## src/rtl/b64d_pkg.sv

```systemverilog
`default_nettype none

package b64d_pkg;

    localparam int unsigned CHAR_W    = 8;
    localparam int unsigned SEXTET_W  = 6;
    localparam int unsigned CNT_W     = 3;
    localparam int unsigned BYTE_W    = 8;

    localparam logic [CHAR_W-1:0] CH_LF    = 8'h0A;
    localparam logic [CHAR_W-1:0] CH_CR    = 8'h0D;
    localparam logic [CHAR_W-1:0] CH_SPACE = 8'h20;
    localparam logic [CHAR_W-1:0] CH_PLUS  = 8'h2B;
    localparam logic [CHAR_W-1:0] CH_SLASH = 8'h2F;
    localparam logic [CHAR_W-1:0] CH_EQ    = 8'h3D;
    localparam logic [CHAR_W-1:0] CH_0     = 8'h30;
    localparam logic [CHAR_W-1:0] CH_9     = 8'h39;
    localparam logic [CHAR_W-1:0] CH_UA    = 8'h41;
    localparam logic [CHAR_W-1:0] CH_UZ    = 8'h5A;
    localparam logic [CHAR_W-1:0] CH_LA    = 8'h61;
    localparam logic [CHAR_W-1:0] CH_LZ    = 8'h7A;

    localparam logic [SEXTET_W-1:0] LOWER_BASE = 6'd26;
    localparam logic [SEXTET_W-1:0] DIGIT_BASE = 6'd52;
    localparam logic [SEXTET_W-1:0] PLUS_VAL   = 6'd62;
    localparam logic [SEXTET_W-1:0] SLASH_VAL  = 6'd63;

    // one result item as it moves from the decoder to the output stage
    typedef struct packed {
        logic [BYTE_W-1:0] data_byte;
        logic              byte_valid;
        logic              string_done;
        logic              bad_input;
    } t_result;

    typedef struct packed {
        logic                ok;
        logic [SEXTET_W-1:0] value;
    } t_sextet;

    function automatic t_sextet sextet_of(input logic [CHAR_W-1:0] ch);
        t_sextet s;
        s.ok    = 1'b1;
        s.value = '0;
        if (ch >= CH_UA && ch <= CH_UZ) begin
            s.value = SEXTET_W'(ch - CH_UA);
        end else if (ch >= CH_LA && ch <= CH_LZ) begin
            s.value = SEXTET_W'(ch - CH_LA) + LOWER_BASE;
        end else if (ch >= CH_0 && ch <= CH_9) begin
            s.value = SEXTET_W'(ch - CH_0) + DIGIT_BASE;
        end else if (ch == CH_PLUS) begin
            s.value = PLUS_VAL;
        end else if (ch == CH_SLASH) begin
            s.value = SLASH_VAL;
        end else begin
            s.ok = 1'b0;
        end
        return s;
    endfunction

endpackage

`default_nettype wire

```

## src/rtl/base64_stream_decoder.sv

```systemverilog
// Channel | Dir | Signals                              | Content
// s       | in  | i_s_tvalid/o_s_tready/tdata/tuser/tlast | one character, has_char, end
// m       | out | o_m_tvalid/i_m_tready/tdata/tuser/tlast | decoded byte, flags, end
//
// One character is taken per clock while s is ready; its result (if any) is registered into the output stage.
// Decode and buffer update sit between the input handshake and the output register.
// A two-entry output stage (register plus skid) keeps s ready while one result waits.
// s stalls only while both output entries are full.
// i_rst_n is synchronous, active low; it clears the bit buffer, flags and output stage.
`default_nettype none

module base64_stream_decoder
    import b64d_pkg::*;
(
    input  wire logic              i_clk,
    input  wire logic              i_rst_n,
    input  wire logic              i_s_tvalid,
    output logic                   o_s_tready,
    input  wire logic [CHAR_W-1:0] i_s_tdata,   // [7:0] char_code
    input  wire logic              i_s_tuser,   // [0] has_char
    input  wire logic              i_s_tlast,   // end_of_string
    output logic                   o_m_tvalid,
    input  wire logic              i_m_tready,
    output logic [BYTE_W-1:0]      o_m_tdata,   // [7:0] data_byte
    output logic [1:0]             o_m_tuser,   // [0] byte_valid, [1] bad_input
    output logic                   o_m_tlast    // string_done
);

    logic    take;
    logic    res_valid;
    t_result res;
    t_result out_res;

    assign take = i_s_tvalid && o_s_tready;

    b64d_core u_core (
        .i_clk       (i_clk),
        .i_rst_n     (i_rst_n),
        .i_take      (take),
        .i_char      (i_s_tdata),
        .i_has_char  (i_s_tuser),
        .i_end       (i_s_tlast),
        .o_res       (res),
        .o_res_valid (res_valid)
    );

    b64d_obuf u_obuf (
        .i_clk       (i_clk),
        .i_rst_n     (i_rst_n),
        .i_push      (take && res_valid),
        .i_res       (res),
        .o_ready     (o_s_tready),
        .o_valid     (o_m_tvalid),
        .i_pop_ready (i_m_tready),
        .o_res       (out_res)
    );

    assign o_m_tdata = out_res.data_byte;
    assign o_m_tuser = {out_res.bad_input, out_res.byte_valid};
    assign o_m_tlast = out_res.string_done;

endmodule

`default_nettype wire

```

## src/rtl/b64d_core.sv

```systemverilog
`default_nettype none

module b64d_core
    import b64d_pkg::*;
(
    input  wire logic              i_clk,
    input  wire logic              i_rst_n,
    input  wire logic              i_take,
    input  wire logic [CHAR_W-1:0] i_char,
    input  wire logic              i_has_char,
    input  wire logic              i_end,
    output t_result                o_res,
    output logic                   o_res_valid
);

    logic [SEXTET_W-1:0] r_bits, n_bits;
    logic [CNT_W-1:0]    r_cnt, n_cnt;
    logic                r_pad, n_pad;
    logic                r_err, n_err;

    t_sextet               sx;
    logic [CNT_W-1:0]      cnt_clamp;
    logic [CNT_W:0]        cnt_sum;
    logic [CNT_W-1:0]      cnt_left;
    logic [2*SEXTET_W-1:0] buf_bits;
    logic [2*SEXTET_W-1:0] buf_shift;
    logic [SEXTET_W:0]     keep_mask;
    logic                  got_byte;
    logic                  is_ws;

    always_comb begin
        sx        = sextet_of(i_char);
        is_ws     = (i_char == CH_LF) || (i_char == CH_CR) || (i_char == CH_SPACE);
        cnt_clamp = (r_cnt > CNT_W'(6)) ? CNT_W'(6) : r_cnt;
        cnt_sum   = {1'b0, cnt_clamp} + (CNT_W+1)'(SEXTET_W);
        buf_bits  = {r_bits, sx.value};
        got_byte  = cnt_sum >= (CNT_W+1)'(BYTE_W);
        cnt_left  = got_byte ? CNT_W'(cnt_sum - (CNT_W+1)'(BYTE_W)) : CNT_W'(cnt_sum);
        buf_shift = buf_bits >> cnt_left;
        keep_mask = (SEXTET_W+1)'(((SEXTET_W+2)'(1) << cnt_left) - (SEXTET_W+2)'(1));

        n_bits = r_bits;
        n_cnt  = r_cnt;
        n_pad  = r_pad;
        n_err  = r_err;

        o_res             = '0;
        o_res_valid       = 1'b0;

        if (i_has_char && !is_ws) begin
            if (i_char == CH_EQ) begin
                n_pad = 1'b1;
            end else if (!sx.ok || r_pad) begin
                n_err = 1'b1;
            end else if (!r_err) begin
                n_bits = buf_bits[SEXTET_W-1:0] & keep_mask[SEXTET_W-1:0];
                n_cnt  = cnt_left;
                if (got_byte) begin
                    o_res.data_byte  = buf_shift[BYTE_W-1:0];
                    o_res.byte_valid = 1'b1;
                end
            end
        end

        o_res.string_done = i_end;
        o_res.bad_input   = i_end && n_err;
        o_res_valid       = o_res.byte_valid || i_end;

        // end of string: drop leftover bits and start clean
        if (i_end) begin
            n_bits = '0;
            n_cnt  = '0;
            n_pad  = 1'b0;
            n_err  = 1'b0;
        end
    end

    always_ff @(posedge i_clk) begin
        if (!i_rst_n) begin
            r_bits <= '0;
            r_cnt  <= '0;
            r_pad  <= 1'b0;
            r_err  <= 1'b0;
        end else if (i_take) begin
            r_bits <= n_bits;
            r_cnt  <= n_cnt;
            r_pad  <= n_pad;
            r_err  <= n_err;
        end
    end

`ifndef SYNTHESIS
    a_cnt_even: assert property (@(posedge i_clk) disable iff (!i_rst_n)
        r_cnt[0] == 1'b0)
        else $error("pending count is odd");

    a_end_clears: assert property (@(posedge i_clk) disable iff (!i_rst_n)
        (i_take && i_end) |=> (r_cnt == '0 && !r_pad && !r_err && r_bits == '0))
        else $error("state not cleared after end of string");

    a_bad_with_done: assert property (@(posedge i_clk) disable iff (!i_rst_n)
        (o_res.bad_input) |-> (o_res.string_done && !o_res.byte_valid))
        else $error("error flag without end marker or with a byte");
`endif

endmodule

`default_nettype wire

```

## src/rtl/b64d_obuf.sv

```systemverilog
`default_nettype none

module b64d_obuf
    import b64d_pkg::*;
(
    input  wire logic    i_clk,
    input  wire logic    i_rst_n,
    input  wire logic    i_push,
    input  wire t_result i_res,
    output logic         o_ready,
    output logic         o_valid,
    input  wire logic    i_pop_ready,
    output t_result      o_res
);

    logic    r_out_valid;
    logic    r_skid_valid;
    t_result r_out;
    t_result r_skid;
    logic    pop;

    assign pop     = r_out_valid && i_pop_ready;
    assign o_ready = !r_skid_valid;
    assign o_valid = r_out_valid;
    assign o_res   = r_out;

    always_ff @(posedge i_clk) begin
        if (!i_rst_n) begin
            r_out_valid  <= 1'b0;
            r_skid_valid <= 1'b0;
        end else if (pop) begin
            if (r_skid_valid) begin
                r_skid_valid <= 1'b0;
            end else begin
                r_out_valid <= i_push;
            end
        end else if (i_push) begin
            if (r_out_valid) begin
                r_skid_valid <= 1'b1;
            end else begin
                r_out_valid <= 1'b1;
            end
        end
    end

    // payload: advance from skid, or load the new transfer where it lands
    always_ff @(posedge i_clk) begin
        if (pop && r_skid_valid) begin
            r_out <= r_skid;
        end else if (i_push && (pop || !r_out_valid)) begin
            r_out <= i_res;
        end
        if (i_push && r_out_valid && !pop) begin
            r_skid <= i_res;
        end
    end

`ifndef SYNTHESIS
    a_skid_behind_out: assert property (@(posedge i_clk) disable iff (!i_rst_n)
        r_skid_valid |-> r_out_valid)
        else $error("skid holds data while output is empty");

    a_no_push_full: assert property (@(posedge i_clk) disable iff (!i_rst_n)
        !(i_push && r_skid_valid))
        else $error("push into full buffer");
`endif

endmodule

`default_nettype wire
```

## config.mk

```make
export PLATFORM = sky130hd
export DESIGN_NAME = base64_stream_decoder
export DESIGN_NICKNAME = d
export VERILOG_FILES = /design/src/rtl/b64d_pkg.sv /design/src/rtl/base64_stream_decoder.sv /design/src/rtl/b64d_core.sv /design/src/rtl/b64d_obuf.sv
export SDC_FILE = /design/constraint.sdc
export NUM_CORES = 1
export LEC_CHECK = 0
export CORE_MARGIN = 3
export CORE_UTILIZATION = 45
export DETAILED_ROUTE_END_ITERATION = 6
export DONT_BUFFER_PORTS = 1
export PLACE_DENSITY = 0.68
export REMOVE_ABC_BUFFERS = 1
export SLEW_MARGIN = 20
export SYNTH_ARGS = -nofsm -noshare
export SYNTH_HDL_FRONTEND = slang
export SYNTH_HIERARCHICAL = 1
export SYNTH_SLANG_ARGS = --single-unit
```

## constraint.sdc

```tcl
create_clock -name i_clk -period 3.6 [get_ports i_clk]
set_input_delay 0.36 -clock i_clk [delete_from_list [all_inputs] [get_ports i_clk]]
set_output_delay 0.36 -clock i_clk [all_outputs]
set_load 0.01 [all_outputs]
```

==> out/qor.csv <==
metric,value,unit
DR iter-0 viols,197,
WL per Instance,16.3,um
part of the power in registers,0.537,
"Cell Count, Final, Fillers Out",346,
setup TNS,0,ns
area grow syn2layout,6.20,%
Row Count,27,
DP Cell Count,338,
PwrDens,297,nW/um^2
CP endpoint kind,flip-flop,
Initial DRT Pass Iterations,6,
most frequent cells after synthesis,"nand2_1, nor2_1, edfxtp_1",
initial antenna violation count,0,
Hold Path Depth,0,
vias,2010,
final hold viol count,0,
crit start category,primary input,
post-CTS sizing,0,
crit path max fanout,8,
Final Slew Violations,0,
Routed Antenna Nets,0,
DIE HEIGHT,82.0,um
"Seq/Total Area, Yosys",0.354,
Hold WC Path Type,primary input to flip-flop,
Max-Cap Viols,0,
Place WS,0.400,ns
Final HPWL DP,4.32,mm
RSZ-0062 raised after global routing,no,
post-route worst setup slack,0.624,ns
hold buffers post-CTS,0,
Internal,0.611,mW
first-pass GRT wire length,9.28,mm
post-synth top area cell,edfxtp_1,
Peak VDD IR,0.000171,V
DRC,0,
GRT Total Usage,0.178,
switch share,0.254,
CTS Root Cell,clkbuf_8,
min Tclk post-route,2.98,ns
combinational share of power,0.135,
clock latency at the later pin of the worst-skew pair,0.28,ns
Mapped Cells,271,
CTS tree,done,
"EDFF count, synth",22,
vias in the first global route,1971,
Hold WS,0.172,ns
final total power,0.819,mW
FF+latch area,921,um^2
share of the synthesized area in the top cell type,0.254,
most common cell in the netlist,nand2_1,
top post-synthesis cells by area,"edfxtp_1, dfxtp_1, ha_1",
Leak Pwr,1.07,nW
ys async rst share,0,
H-tree levels,2,
Final Core Density,0.499,
GRT overflow,0,
Total Routed Length,5.64,mm
Worst Max-Slew Pin Slew,0.643,ns
layout cells sized above 1,0.135,
clock tree buffer depth,2,
Post-DP Area,2680,um^2
Num CTS Buffers,5,
status,"finished, final reports clean",
clock share of power,0.328,
final cycle utilization of the critical path,0.827,
post-synthesis register bit count,35,
clk_skew,0.0116,ns
clock sink count,35,
die span in x,82.0,um
core area,5540,um^2
arrival time at the worst endpoint,3.01,ns
reg2reg path depth,8,
pin count of the biggest net entering global routing,18,
R2R Setup Slk,1.06,ns
IO Count,27,
Port Buffers,0,
Crit Path Category,primary input to flip-flop,
"Setup Fix Bufs, Post-CTS",0,
required time worst endpoint,3.63,ns
mean post-synth cell area,9.60,um^2
Setup-failing EPs final,0,
"Design Area, Final",2760,um^2
fmax,336,MHz
Antenna Cells,0,
area of the multi-input gates,1580,um^2
dominant synthesized flop cell,edfxtp_1,
Filler cells,544,
Initial Util,0.470,
cell area after synthesis,2600,um^2
nets,303,
relative slew slack,0.564,
Vias/cell,5.81,
Netlist cell types,66,
Final Wtd Congestion,0.871,
clock-pin slew on the worst setup and hold paths,0.07,ns
Psw,0.208,mW
die footprint,6730,um^2
synth warn,6,
power groups by stage:
stage	sequential, mW	clock (mW)	combinational, mW
CTS	0.440	0.279	0.109
finish	0.440	0.269	0.111
floorplan	0.447	0	0.0840
global route	0.441	0.296	0.123
detailed placement	0.449	0	0.108
global placement	0.448	0	0.108
cell usage in the layout (no fill, tap or decap), types with 7 or more instances in the layout:
cell type / instances
nand2_1: 26
nor2_1: 23
edfxtp_1: 22
ha_1: 16
a21oi_1: 15
dfxtp_1: 13
inv_1: 12
nand3_1: 11
mux2_4: 10
nor2b_1: 7
o21ai_0: 7
area by class of cell:
cell class	instances	area share
clock buffer	6	0.0263
clock inverter	2	0.00453
inverter	13	0.0177
multi-input combinational	213	0.572
sequential	35	0.333
tap	72	0.0326
timing repair buffer	5	0.0136
layer usage:
| layer | share of wire | up-vias | wire, um | GRT usage |
|---|---|---|---|---|
| met3 | 0.047 | 4 | 268 | 0.0439 |
| met4 | 0.0097 | 0 | 55 | 0.0399 |
| met5 | 0 | - | 0 | 0 |
| met2 | 0.49 | 64 | 2760 | 0.312 |
| li1 | - | 1020 | - | - |
| met1 | 0.45 | 922 | 2560 | 0.220 |
cell families (layout without fill, tap and decap cells):
group	Yosys count	in the layout	synth area share
xor gates and xnor gates	3	3	0.0101
muxes	15	15	0.0871
AOI/OAI and AO/OA	76	76	0.220
and+or+nand+nor	103	103	0.213
adders and majority gates	16	16	0.0770
DFF	35	35	0.354
buffers and inverters	23	26	0.0385
worst paths after layout:
check / to / startpoint
max: u_obuf/o_res[4] / i_s_tdata[2]
min: u_obuf/r_skid[1] / i_s_tlast
min reg2reg: u_core/r_cnt[0] / u_core/r_cnt[0]
max reg2reg: u_obuf/o_res[3] / u_core/r_cnt[1]
state kept, by name, summed over array words and instances, names as in the netlist:
register and count:
u_core/r_bits 6, u_core/r_err 1, u_obuf/o_valid 1, u_obuf/o_res 11
u_core/r_pad 1, u_obuf/r_skid 11, u_core/r_cnt 3, u_obuf/r_skid_valid 1
worst max-delay path: stages:
cell	delay (ns)
inv_1	0.21
ha_1	0.32
nor2b_1	0.31
o21ai_1	0.15
and2_1	0.23
a2111oi_2	0.51
nor3_1	0.14
o31ai_1	0.34
a221oi_1	0.17
mux2_4	0.27
Note: power is estimated with default switching activity, not from simulation.
